[src/hw/rtl/assert_macros.svh]
// ---------------------------------------------------------------------------
// Assertion macros
// Shared concurrent assertion forms for the RTL folder.
// ---------------------------------------------------------------------------
`ifndef ASSERT_MACROS_SVH
`define ASSERT_MACROS_SVH

// Same-cycle implication, checked out of reset.
`define ASSERT_IMPL(label, clk, rst_n, ante, cons, msg) \
    label: assert property (@(posedge clk) disable iff (!rst_n) (ante) |-> (cons)) \
        else $error(msg);

// Next-cycle implication, checked out of reset.
`define ASSERT_NEXT(label, clk, rst_n, ante, cons, msg) \
    label: assert property (@(posedge clk) disable iff (!rst_n) (ante) |=> (cons)) \
        else $error(msg);

`endif

[src/hw/rtl/epm_pkg.sv]
// ---------------------------------------------------------------------------
// epm_pkg
// Shared widths, codes and constants of the encoder position monitor.
// ---------------------------------------------------------------------------
package epm_pkg;

    localparam int unsigned DATA_W     = 32;
    localparam int unsigned RAW_W      = 16;
    localparam int unsigned DIR_W      = 2;
    // bits retired per cycle by the serial multiplier and divider
    localparam int unsigned DIGIT_BITS = 2;

    localparam logic [RAW_W-1:0] HALF_SPAN = 16'h7FFF;

    localparam logic [DIR_W-1:0] DIR_NONE = 2'b00;
    localparam logic [DIR_W-1:0] DIR_FWD  = 2'b01;
    localparam logic [DIR_W-1:0] DIR_REV  = 2'b11;

    typedef enum logic [1:0] {
        MODE_SAMPLE = 2'd0,
        MODE_INDEX  = 2'd1,
        MODE_STEP   = 2'd2,
        MODE_NOP    = 2'd3
    } t_mode;

    typedef enum logic {
        REG_ENC_SCALE  = 1'b0,
        REG_STEP_SCALE = 1'b1
    } t_reg_idx;

endpackage

[src/hw/rtl/epm_mul.sv]
// ---------------------------------------------------------------------------
// epm_mul
// Digit-serial unsigned multiplier, multiplier bits retired LSB first.
// ---------------------------------------------------------------------------
module epm_mul #(
    parameter int unsigned DIGIT_BITS = epm_pkg::DIGIT_BITS
) (
    input  logic                          i_clk,
    input  logic                          i_rst_n,
    input  logic                          i_start,
    input  logic [epm_pkg::DATA_W-1:0]    i_mcand,
    input  logic [epm_pkg::DATA_W-1:0]    i_mplier,
    output logic                          o_done,
    output logic [2*epm_pkg::DATA_W-1:0]  o_product
);

    localparam int unsigned W     = epm_pkg::DATA_W;
    localparam int unsigned STEPS = W / DIGIT_BITS;
    localparam int unsigned CNT_W = (STEPS > 1) ? $clog2(STEPS) : 1;
    localparam logic [CNT_W-1:0] LAST = CNT_W'(STEPS - 1);

    logic [W-1:0]     r_hi, n_hi;
    logic [W-1:0]     r_lo, n_lo;
    logic [W-1:0]     r_mcand;
    logic [CNT_W-1:0] r_cnt;
    logic             r_busy;
    logic             r_done;
    logic [W:0]       sum;

    // {hi, lo} shifts right; partial sums enter hi, multiplier bits leave lo
    always_comb begin
        n_hi = r_hi;
        n_lo = r_lo;
        sum  = '0;
        for (int k = 0; k < DIGIT_BITS; k++) begin
            sum  = {1'b0, n_hi} + (n_lo[0] ? {1'b0, r_mcand} : '0);
            n_hi = sum[W:1];
            n_lo = {sum[0], n_lo[W-1:1]};
        end
    end

    always_ff @(posedge i_clk) begin
        if (!i_rst_n) begin
            r_busy <= 1'b0;
            r_done <= 1'b0;
            r_cnt  <= '0;
        end else begin
            r_done <= 1'b0;
            if (i_start) begin
                r_busy <= 1'b1;
                r_cnt  <= '0;
            end else if (r_busy) begin
                r_cnt <= r_cnt + 1'b1;
                if (r_cnt == LAST) begin
                    r_busy <= 1'b0;
                    r_done <= 1'b1;
                end
            end
        end
    end

    always_ff @(posedge i_clk) begin
        if (i_start) begin
            r_hi    <= '0;
            r_lo    <= i_mplier;
            r_mcand <= i_mcand;
        end else if (r_busy) begin
            r_hi <= n_hi;
            r_lo <= n_lo;
        end
    end

    assign o_done    = r_done;
    assign o_product = {r_hi, r_lo};

endmodule

[src/hw/rtl/epm_div.sv]
// ---------------------------------------------------------------------------
// epm_div
// Digit-serial restoring divider, double-width dividend by single divisor.
// ---------------------------------------------------------------------------
module epm_div #(
    parameter int unsigned DIGIT_BITS = epm_pkg::DIGIT_BITS
) (
    input  logic                          i_clk,
    input  logic                          i_rst_n,
    input  logic                          i_start,
    input  logic [2*epm_pkg::DATA_W-1:0]  i_dividend,
    input  logic [epm_pkg::DATA_W-1:0]    i_divisor,
    output logic                          o_done,
    output logic [2*epm_pkg::DATA_W-1:0]  o_quot
);

    localparam int unsigned W     = epm_pkg::DATA_W;
    localparam int unsigned STEPS = (2 * W) / DIGIT_BITS;
    localparam int unsigned CNT_W = (STEPS > 1) ? $clog2(STEPS) : 1;
    localparam logic [CNT_W-1:0] LAST = CNT_W'(STEPS - 1);

    logic [W-1:0]     r_rem, n_rem;
    logic [2*W-1:0]   r_dvd, n_dvd;
    logic [W-1:0]     r_div;
    logic [CNT_W-1:0] r_cnt;
    logic             r_busy;
    logic             r_done;
    logic [W:0]       trial;
    logic [W:0]       diff;
    logic             ge;

    // dividend bits leave the top of dvd, quotient bits enter at the bottom
    always_comb begin
        n_rem = r_rem;
        n_dvd = r_dvd;
        trial = '0;
        diff  = '0;
        ge    = 1'b0;
        for (int k = 0; k < DIGIT_BITS; k++) begin
            trial = {n_rem, n_dvd[2*W-1]};
            diff  = trial - {1'b0, r_div};
            ge    = (trial >= {1'b0, r_div});
            n_rem = ge ? diff[W-1:0] : trial[W-1:0];
            n_dvd = {n_dvd[2*W-2:0], ge};
        end
    end

    always_ff @(posedge i_clk) begin
        if (!i_rst_n) begin
            r_busy <= 1'b0;
            r_done <= 1'b0;
            r_cnt  <= '0;
        end else begin
            r_done <= 1'b0;
            if (i_start) begin
                r_busy <= 1'b1;
                r_cnt  <= '0;
            end else if (r_busy) begin
                r_cnt <= r_cnt + 1'b1;
                if (r_cnt == LAST) begin
                    r_busy <= 1'b0;
                    r_done <= 1'b1;
                end
            end
        end
    end

    always_ff @(posedge i_clk) begin
        if (i_start) begin
            r_rem <= '0;
            r_dvd <= i_dividend;
            r_div <= i_divisor;
        end else if (r_busy) begin
            r_rem <= n_rem;
            r_dvd <= n_dvd;
        end
    end

    assign o_done = r_done;
    assign o_quot = r_dvd;

endmodule

[src/hw/rtl/encoder_position_step_loss_monitor.sv]
// ---------------------------------------------------------------------------
// encoder_position_step_loss_monitor
// Extends a 16-bit quadrature counter to a 32-bit position and checks it
// against commanded steps scaled by encoder_scale / step_scale.
// ---------------------------------------------------------------------------
// Each item updates position, index and step state in the cycle it is
// taken and returns one result item with the full state, the expected
// count and the position error. With both scale registers nonzero the
// expected count comes from a serial multiplier followed by a serial
// 64-by-32 divider, so an item passes through the multiply, divide and
// load states; with a scale register at zero it goes straight to load.
// A new item is taken once the previous result sits in the output
// register, even while that result waits for the downstream side.
`include "assert_macros.svh"

module encoder_position_step_loss_monitor #(
    parameter int unsigned DIGIT_BITS = epm_pkg::DIGIT_BITS
) (
    input  logic         i_clk,
    input  logic         i_rst_n,
    // input items
    input  logic         i_s_tvalid,
    output logic         o_s_tready,
    input  logic [23:0]  i_s_tdata,   // [15:0] raw_count, [16] step_positive, zero pad
    input  logic [1:0]   i_s_tuser,   // [1:0] mode
    // result items
    output logic         o_m_tvalid,
    input  logic         i_m_tready,
    // [31:0] position, [63:32] step_total, [95:64] index_position,
    // [127:96] index_count, [143:128] last_raw, [145:144] direction,
    // [177:146] expected_count, [209:178] position_error, zero pad
    output logic [215:0] o_m_tdata,
    output logic         o_m_tuser,   // [0] scale_set
    // configuration
    input  logic         psel,
    input  logic         penable,
    input  logic         pwrite,
    input  logic [2:0]   paddr,
    input  logic [31:0]  pwdata,
    output logic [31:0]  prdata,
    output logic         pready
);

    localparam int unsigned W        = epm_pkg::DATA_W;
    localparam int unsigned RW       = epm_pkg::RAW_W;
    localparam int unsigned DW       = epm_pkg::DIR_W;
    localparam int unsigned OUT_BITS = 6 * W + RW + DW;
    localparam int unsigned OUT_PAD  = 216 - OUT_BITS;

    typedef enum logic [3:0] {
        ST_IDLE = 4'b0001,
        ST_MUL  = 4'b0010,
        ST_DIV  = 4'b0100,
        ST_LOAD = 4'b1000
    } t_state;

    t_state         r_state, n_state;

    logic [W-1:0]   r_enc_scale;
    logic [W-1:0]   r_step_scale;
    logic [W-1:0]   r_pos, n_pos;
    logic [RW-1:0]  r_prev_raw, n_prev_raw;
    logic [DW-1:0]  r_dir, n_dir;
    logic [W-1:0]   r_steps, n_steps;
    logic [W-1:0]   r_idx_pos, n_idx_pos;
    logic [W-1:0]   r_idx_cnt, n_idx_cnt;
    logic           r_neg;
    logic           r_m_valid;
    logic [215:0]   r_m_data;
    logic           r_m_user;

    logic           s_accept;
    logic           cfg_wr;
    logic           scaled;
    logic [RW-1:0]  raw;
    logic [RW-1:0]  fwd;
    logic [W-1:0]   mag;
    logic           mul_done;
    logic [2*W-1:0] product;
    logic           div_start;
    logic           div_done;
    logic [2*W-1:0] quot;
    logic           sat;
    logic [W-1:0]   qmag;
    logic [W-1:0]   expect_cnt;
    logic [W-1:0]   pos_err;
    logic           out_free;
    logic           load;

    // ---------------- configuration ----------------
    assign pready = 1'b1;
    assign cfg_wr = psel & penable & pwrite & pready;

    always_ff @(posedge i_clk) begin
        if (!i_rst_n) begin
            r_enc_scale  <= '0;
            r_step_scale <= '0;
        end else if (cfg_wr) begin
            unique case (epm_pkg::t_reg_idx'(paddr[2]))
                epm_pkg::REG_ENC_SCALE:  r_enc_scale  <= pwdata;
                epm_pkg::REG_STEP_SCALE: r_step_scale <= pwdata;
                default: ;
            endcase
        end
    end

    always_comb begin
        unique case (epm_pkg::t_reg_idx'(paddr[2]))
            epm_pkg::REG_ENC_SCALE:  prdata = r_enc_scale;
            epm_pkg::REG_STEP_SCALE: prdata = r_step_scale;
            default:                 prdata = '0;
        endcase
    end

    assign scaled = (|r_enc_scale) & (|r_step_scale);

    // ---------------- tracking state ----------------
    assign o_s_tready = (r_state == ST_IDLE);
    assign s_accept   = i_s_tvalid & o_s_tready;
    assign raw        = i_s_tdata[RW-1:0];
    assign fwd        = raw - r_prev_raw;

    always_comb begin
        n_pos      = r_pos;
        n_prev_raw = r_prev_raw;
        n_dir      = r_dir;
        n_steps    = r_steps;
        n_idx_pos  = r_idx_pos;
        n_idx_cnt  = r_idx_cnt;
        unique case (epm_pkg::t_mode'(i_s_tuser))
            epm_pkg::MODE_SAMPLE, epm_pkg::MODE_INDEX: begin
                n_prev_raw = raw;
                if (fwd != '0) begin
                    if (fwd <= epm_pkg::HALF_SPAN) begin
                        n_pos = r_pos + {{(W-RW){1'b0}}, fwd};
                        n_dir = epm_pkg::DIR_FWD;
                    end else begin
                        // a large forward step is a backward wrap
                        n_pos = r_pos + {{(W-RW){1'b1}}, fwd};
                        n_dir = epm_pkg::DIR_REV;
                    end
                end
                if (epm_pkg::t_mode'(i_s_tuser) == epm_pkg::MODE_INDEX) begin
                    n_idx_pos = n_pos;
                    n_idx_cnt = r_idx_cnt + 1'b1;
                end
            end
            epm_pkg::MODE_STEP: begin
                n_steps = i_s_tdata[RW] ? (r_steps + 1'b1) : (r_steps - 1'b1);
            end
            default: ;
        endcase
    end

    always_ff @(posedge i_clk) begin
        if (!i_rst_n) begin
            r_pos      <= '0;
            r_prev_raw <= '0;
            r_dir      <= epm_pkg::DIR_NONE;
            r_steps    <= '0;
            r_idx_pos  <= '0;
            r_idx_cnt  <= '0;
        end else if (s_accept) begin
            r_pos      <= n_pos;
            r_prev_raw <= n_prev_raw;
            r_dir      <= n_dir;
            r_steps    <= n_steps;
            r_idx_pos  <= n_idx_pos;
            r_idx_cnt  <= n_idx_cnt;
        end
    end

    // ---------------- expected count ----------------
    assign mag = n_steps[W-1] ? (W'(0) - n_steps) : n_steps;

    always_ff @(posedge i_clk) begin
        if (s_accept) begin
            r_neg <= n_steps[W-1];
        end
    end

    epm_mul #(
        .DIGIT_BITS (DIGIT_BITS)
    ) u_mul (
        .i_clk     (i_clk),
        .i_rst_n   (i_rst_n),
        .i_start   (s_accept & scaled),
        .i_mcand   (mag),
        .i_mplier  (r_enc_scale),
        .o_done    (mul_done),
        .o_product (product)
    );

    assign div_start = (r_state == ST_MUL) & mul_done;

    epm_div #(
        .DIGIT_BITS (DIGIT_BITS)
    ) u_div (
        .i_clk      (i_clk),
        .i_rst_n    (i_rst_n),
        .i_start    (div_start),
        .i_dividend (product),
        .i_divisor  (r_step_scale),
        .o_done     (div_done),
        .o_quot     (quot)
    );

    // saturate the magnitude to 2^31 - 1 forward or 2^31 backward
    always_comb begin
        if (r_neg) begin
            sat  = (|quot[2*W-1:W]) | (quot[W-1] & (|quot[W-2:0]));
            qmag = sat ? {1'b1, {(W-1){1'b0}}} : quot[W-1:0];
        end else begin
            sat  = |quot[2*W-1:W-1];
            qmag = sat ? {1'b0, {(W-1){1'b1}}} : quot[W-1:0];
        end
        if (!scaled) begin
            expect_cnt = '0;
            pos_err    = '0;
        end else begin
            expect_cnt = r_neg ? (W'(0) - qmag) : qmag;
            pos_err    = r_pos - expect_cnt;
        end
    end

    // ---------------- sequencer ----------------
    assign out_free = ~r_m_valid | i_m_tready;
    assign load     = (r_state == ST_LOAD) & out_free;

    always_comb begin
        n_state = r_state;
        unique case (r_state)
            ST_IDLE: if (s_accept) n_state = scaled ? ST_MUL : ST_LOAD;
            ST_MUL:  if (mul_done) n_state = ST_DIV;
            ST_DIV:  if (div_done) n_state = ST_LOAD;
            ST_LOAD: if (out_free) n_state = ST_IDLE;
            default: n_state = ST_IDLE;
        endcase
    end

    always_ff @(posedge i_clk) begin
        if (!i_rst_n) begin
            r_state <= ST_IDLE;
        end else begin
            r_state <= n_state;
        end
    end

    // ---------------- output register ----------------
    always_ff @(posedge i_clk) begin
        if (!i_rst_n) begin
            r_m_valid <= 1'b0;
        end else if (load) begin
            r_m_valid <= 1'b1;
        end else if (i_m_tready) begin
            r_m_valid <= 1'b0;
        end
    end

    always_ff @(posedge i_clk) begin
        if (load) begin
            r_m_data <= {{OUT_PAD{1'b0}}, pos_err, expect_cnt, r_dir, r_prev_raw,
                         r_idx_cnt, r_idx_pos, r_steps, r_pos};
            r_m_user <= scaled;
        end
    end

    assign o_m_tvalid = r_m_valid;
    assign o_m_tdata  = r_m_data;
    assign o_m_tuser  = r_m_user;

    // ---------------- assertions ----------------
    `ASSERT_NEXT(a_scaled_item_multiplies, i_clk, i_rst_n,
                 s_accept && scaled, r_state == ST_MUL,
                 "scaled item did not start the multiplier")
    `ASSERT_NEXT(a_load_holds_on_stall, i_clk, i_rst_n,
                 (r_state == ST_LOAD) && r_m_valid && !i_m_tready, r_state == ST_LOAD,
                 "result dropped while output stalled")
    `ASSERT_IMPL(a_valid_from_load, i_clk, i_rst_n,
                 $rose(r_m_valid), $past(r_state) == ST_LOAD,
                 "result appeared outside the load state")
    `ASSERT_IMPL(a_unscaled_zero, i_clk, i_rst_n,
                 r_m_valid && !r_m_user, r_m_data[209:146] == '0,
                 "unscaled result carries nonzero expected count or error")

endmodule
[config.mk]
export PLATFORM = sky130hd
export DESIGN_NAME = encoder_position_step_loss_monitor
export DESIGN_NICKNAME = d
export VERILOG_FILES = /design/src/hw/rtl/epm_pkg.sv /design/src/hw/rtl/epm_mul.sv /design/src/hw/rtl/epm_div.sv /design/src/hw/rtl/encoder_position_step_loss_monitor.sv
export VERILOG_INCLUDE_DIRS = /design/src /design/src/hw/rtl
export SDC_FILE = /design/constraint.sdc
export NUM_CORES = 2
export LEC_CHECK = 0
export BUFFER_PORTS_ARGS = -buffer_cell sky130_fd_sc_hd__buf_2
export CAP_MARGIN = 20
export CORE_UTILIZATION = 60
export DETAILED_ROUTE_END_ITERATION = 8
export PLACE_DENSITY_LB_ADDON = 0.3
export SLEW_MARGIN = 10
export SYNTH_ARGS = -nofsm -noshare
export SYNTH_HDL_FRONTEND = slang
export SYNTH_SLANG_ARGS = --single-unit
[constraint.sdc]
create_clock -name i_clk -period 54.6 [get_ports i_clk]
set_clock_uncertainty 0.2 [all_clocks]
set_input_delay 8.19 -clock i_clk [delete_from_list [all_inputs] [get_ports i_clk]]
set_output_delay 8.19 -clock i_clk [all_outputs]
set_load 0.01 [all_outputs]
==> metrics.csv <==
stage,metric,value,unit
min_path,hold_end,o_m_tdata[74]$_DFFE_PP_,
routing,drt_iter0_markers,2609,
timing,finalCritPeriodShare,0.329,
logic_synthesis,synth_common_cells,"nand2_1 (725), edfxtp_1 (372), a21oi_1 (369)",
timing,slew-limit-headroom,0.260,
power_and_ir_drop,p_sw,0.655,mW
timing,rsz0062_at_grt,no,
die,fp-row-count,93,
cells_and_area,antenna_cells,0,
setup_path,r2r_start,u_div.o_quot[10]$_DFFE_PP_,
timing,fmax,0.0556,GHz
global_routing,antenna_found_initial,1,
logic_synthesis,synth_area,39200,um^2
routing,wl_per_cell,18.7,um
setup_path,r2r_setup_slack,46.91,ns
clocking,clockBufferDepth,3,
min_path,min_path_type,reg2reg,
power_and_ir_drop,p_clk_frac,0.274,
global_routing,grt_use_total,0.297,
timing,setup_tns,0,ns
clocking,cts-htree-levels,3,
status,outcome,finished clean,
clocking,clk-insertion-delay-late,0.64,ns
logic_synthesis,async_reset_ff_frac,0,
logic_synthesis,synth-edff-count,372,
setup_path,ff2ff_path_depth,24,
setup_path,start_kind,primary input,
global_routing,grt_max_degree,124,
clocking,cts_tree,yes,
global_routing,grt_pass1_vias,29900,
die,initial_core_util,0.608,
logic_synthesis,ys_warn_count,0,
setup_path,path_class,in2out,
clocking,root_buffer,clkbuf_16,
power_and_ir_drop,combPwrFrac,0.382,
die,die_w,258,um
clocking,cts_setup_buffers,0,
die,die_h,258,um
logic_synthesis,ys_ff_latch,664,
timing,min_period,17.97,ns
logic_synthesis,synth_top_area_frac,0.285,
placed_design,port_buffers,303,
routing,drt_wl_total,101000,um
clocking,clkTransAtPathRegs,0.06,ns
logic_synthesis,synth_flop_cell,edfxtp_1,
routing,antenna_left,0,
setup_path,critPathMaxFanout,35,
routing,vias_per_cell,6.01,
timing,worst_pin_slew,1.11,ns
logic_synthesis,synth_area_leader_cell,edfxtp_1,
routing,drc,0,
power_and_ir_drop,power_frac_seq,0.344,
logic_synthesis,synth.distinct_cells,125,
power_and_ir_drop,intPower,1.16,mW
die,coreArea,64500,um^2
timing,finalHoldViolCount,0,
die,boundaryPins,320,
cells_and_area,area_growth,11.7,%
setup_path,cp-end-kind,output pin,
global_routing,grt_pass1_wl,159000,um
clocking,cts_resized,0,
cells_and_area,nets,4819,
placed_design,dp_hpwl,72800,um
logic_synthesis,yosysMostFrequentCell,nand2_1,
flow_run,cap_violations,0,
timing,maxSlewViolCount,0,
clocking,cts_hold_buf,0,
setup_path,reg2reg_to,o_m_tdata[209]$_SDFFCE_PN0P_,
power_and_ir_drop,max-vdd-ir-drop,0.0274,mV
logic_synthesis,synth.avg_cell_area,9.18,um^2
logic_synthesis,synth_area_leaders,"edfxtp_1 (29%), dfxtp_1 (15%), ha_1 (7.7%)",
min_path,worstHoldStart,r_idx_pos[10]$_SDFFE_PN0P_,
die,die_area,66300,um^2
setup_path,critPathRequiredTime,46.21,ns
clocking,cts_sinks,664,
logic_synthesis,ys_seq_area_frac,0.434,
routing,route.vias.total,32500,
power_and_ir_drop,p_per_area,41.6,nW/um^2
setup_path,crit_arrival,9.58,ns
cells_and_area,drive_above_1_share,0.128,
routing,dr.pass1.iters,6,
min_path,holdPathStages,0,
power_and_ir_drop,p_leak,17.8,nW
cells_and_area,nFillCells,5120,
placed_design,gp_congestion,0.944,
power_and_ir_drop,swShare,0.360,
clocking,cts_buffers,73,
timing,hold_ws,0.215,ns
timing,setup_viol,0,
logic_synthesis,syn_inst,4266,
global_routing,gr-total-overflow,0,
cells in the final DEF, fill, tap and decap left out, types with 12 or more instances in the layout:
cell         n
or2_2       12
nor3_1      89
nand3b_1    14
inv_1      132
nand3_1     67
a31oi_1     41
o21ai_0    180
o21a_1      41
dfxtp_1    290
clkinv_2    13
nor2_1     365
a211oi_1    61
o31a_1      13
buf_2      303
nand2_1    723
nand2b_1    30
xnor2_1    142
o31ai_1     13
a21o_1      90
clkbuf_16   76
or3_1       23
o211ai_1    32
edfxtp_1   372
nor2b_1     22
nand4_1     33
and3_1      43
clkbuf_1    13
and4_1      12
o21bai_1    19
mux2i_1     87
ha_1       241
nor4_1      34
a21oi_1    369
buf_4       32
mux2_2      37
o21ai_1     31
and2_1      84
xor2_1     100
critical path, stage by stage:
cell	delay, ns
buf_2	0.73
mux2_2	0.48
buf_2	0.16
worst max path at each step:
stage                     from  cells after the start                      to
floorplan           i_m_tready                      2  o_m_tdata[0]$_DFFE_PP_
global placement      paddr[2]                      3               prdata[0]
detailed placement    paddr[2]                      3               prdata[0]
CTS                   paddr[2]                      3               prdata[0]
global route          paddr[2]                      3               prdata[0]
finish                paddr[2]                      3               prdata[0]
power by group through the flow:
stage          registers, mW  logic, mW  clock network (mW)
5_1_grt                0.629      0.772               0.522
6_report               0.625      0.694               0.499
4_1_cts                0.624      0.685               0.505
3_3_place_gp           0.633      0.667                   0
3_5_place_dp           0.634      0.679                   0
2_1_floorplan          0.620      0.552                   0
registers in the layout, indices dropped and copies added, names as in the netlist, 4 cells and up:
signal,cells
u_mul.r_hi,32
r_idx_cnt,32
u_div.r_div,32
u_mul.r_cnt,4
o_m_tdata,210
r_pos,32
r_enc_scale,32
u_div.r_cnt,5
u_div.r_rem,32
u_div.o_quot,64
r_idx_pos,32
r_state,4
r_steps,32
u_mul.r_mcand,32
r_prev_raw,16
r_step_scale,32
u_mul.r_lo,32
through the flow:
| stage | utilization | cell area (um^2) | std cells | total power, mW | setup slack [ns] |
|---|---|---|---|---|---|
| 3_5_place_dp | 0.640 | 41300 | 5280 | 1.31 | 36.67 |
| 6_report | 0.679 | 43700 | 5417 | 1.82 | 36.63 |
| 3_3_place_gp | 0.640 | 41300 | 5280 | 1.30 | 36.68 |
| 2_1_floorplan | - | 39200 | 4271 | 1.17 | 24.93 |
| 4_1_cts | 0.678 | 43700 | 5415 | 1.81 | 36.67 |
| 5_1_grt | 0.679 | 43700 | 5417 | 1.92 | 36.64 |
layout make-up:
type	instances	area (um^2)	share of cell area
timing repair buffer	337	1780	0.0406
clock inverter	37	362	0.00827
clock buffer	98	2070	0.0474
tap	855	1070	0.0245
inverter	138	524	0.0120
multi-input combinational	3288	20900	0.478
sequential	664	17000	0.389
metal layers:
metal  vias to the layer above  GRT usage  wire, um
li1                      15900          -         -
met2                      1143      0.482     46800
met3                       205     0.0405      6830
met5                         -          0        13
met4                         2      0.108      3380
met1                     15300      0.406     44400
cell families (layout without fill, tap and decap cells):
| logic type | after synthesis | count (layout) | synth area share |
|---|---|---|---|
| and+or+nand+nor | 1621 | 1621 | 0.191 |
| AOI/OAI and AO/OA | 1043 | 1043 | 0.171 |
| DFF | 664 | 664 | 0.434 |
| buffers and inverters | 319 | 610 | 0.0346 |
| adders and majority gates | 249 | 249 | 0.0811 |
| xor gates and xnor gates | 244 | 244 | 0.0547 |
| muxes | 124 | 124 | 0.0329 |
| other | 2 | 7 | 0.000192 |
(Power assumes the default switching activity.)
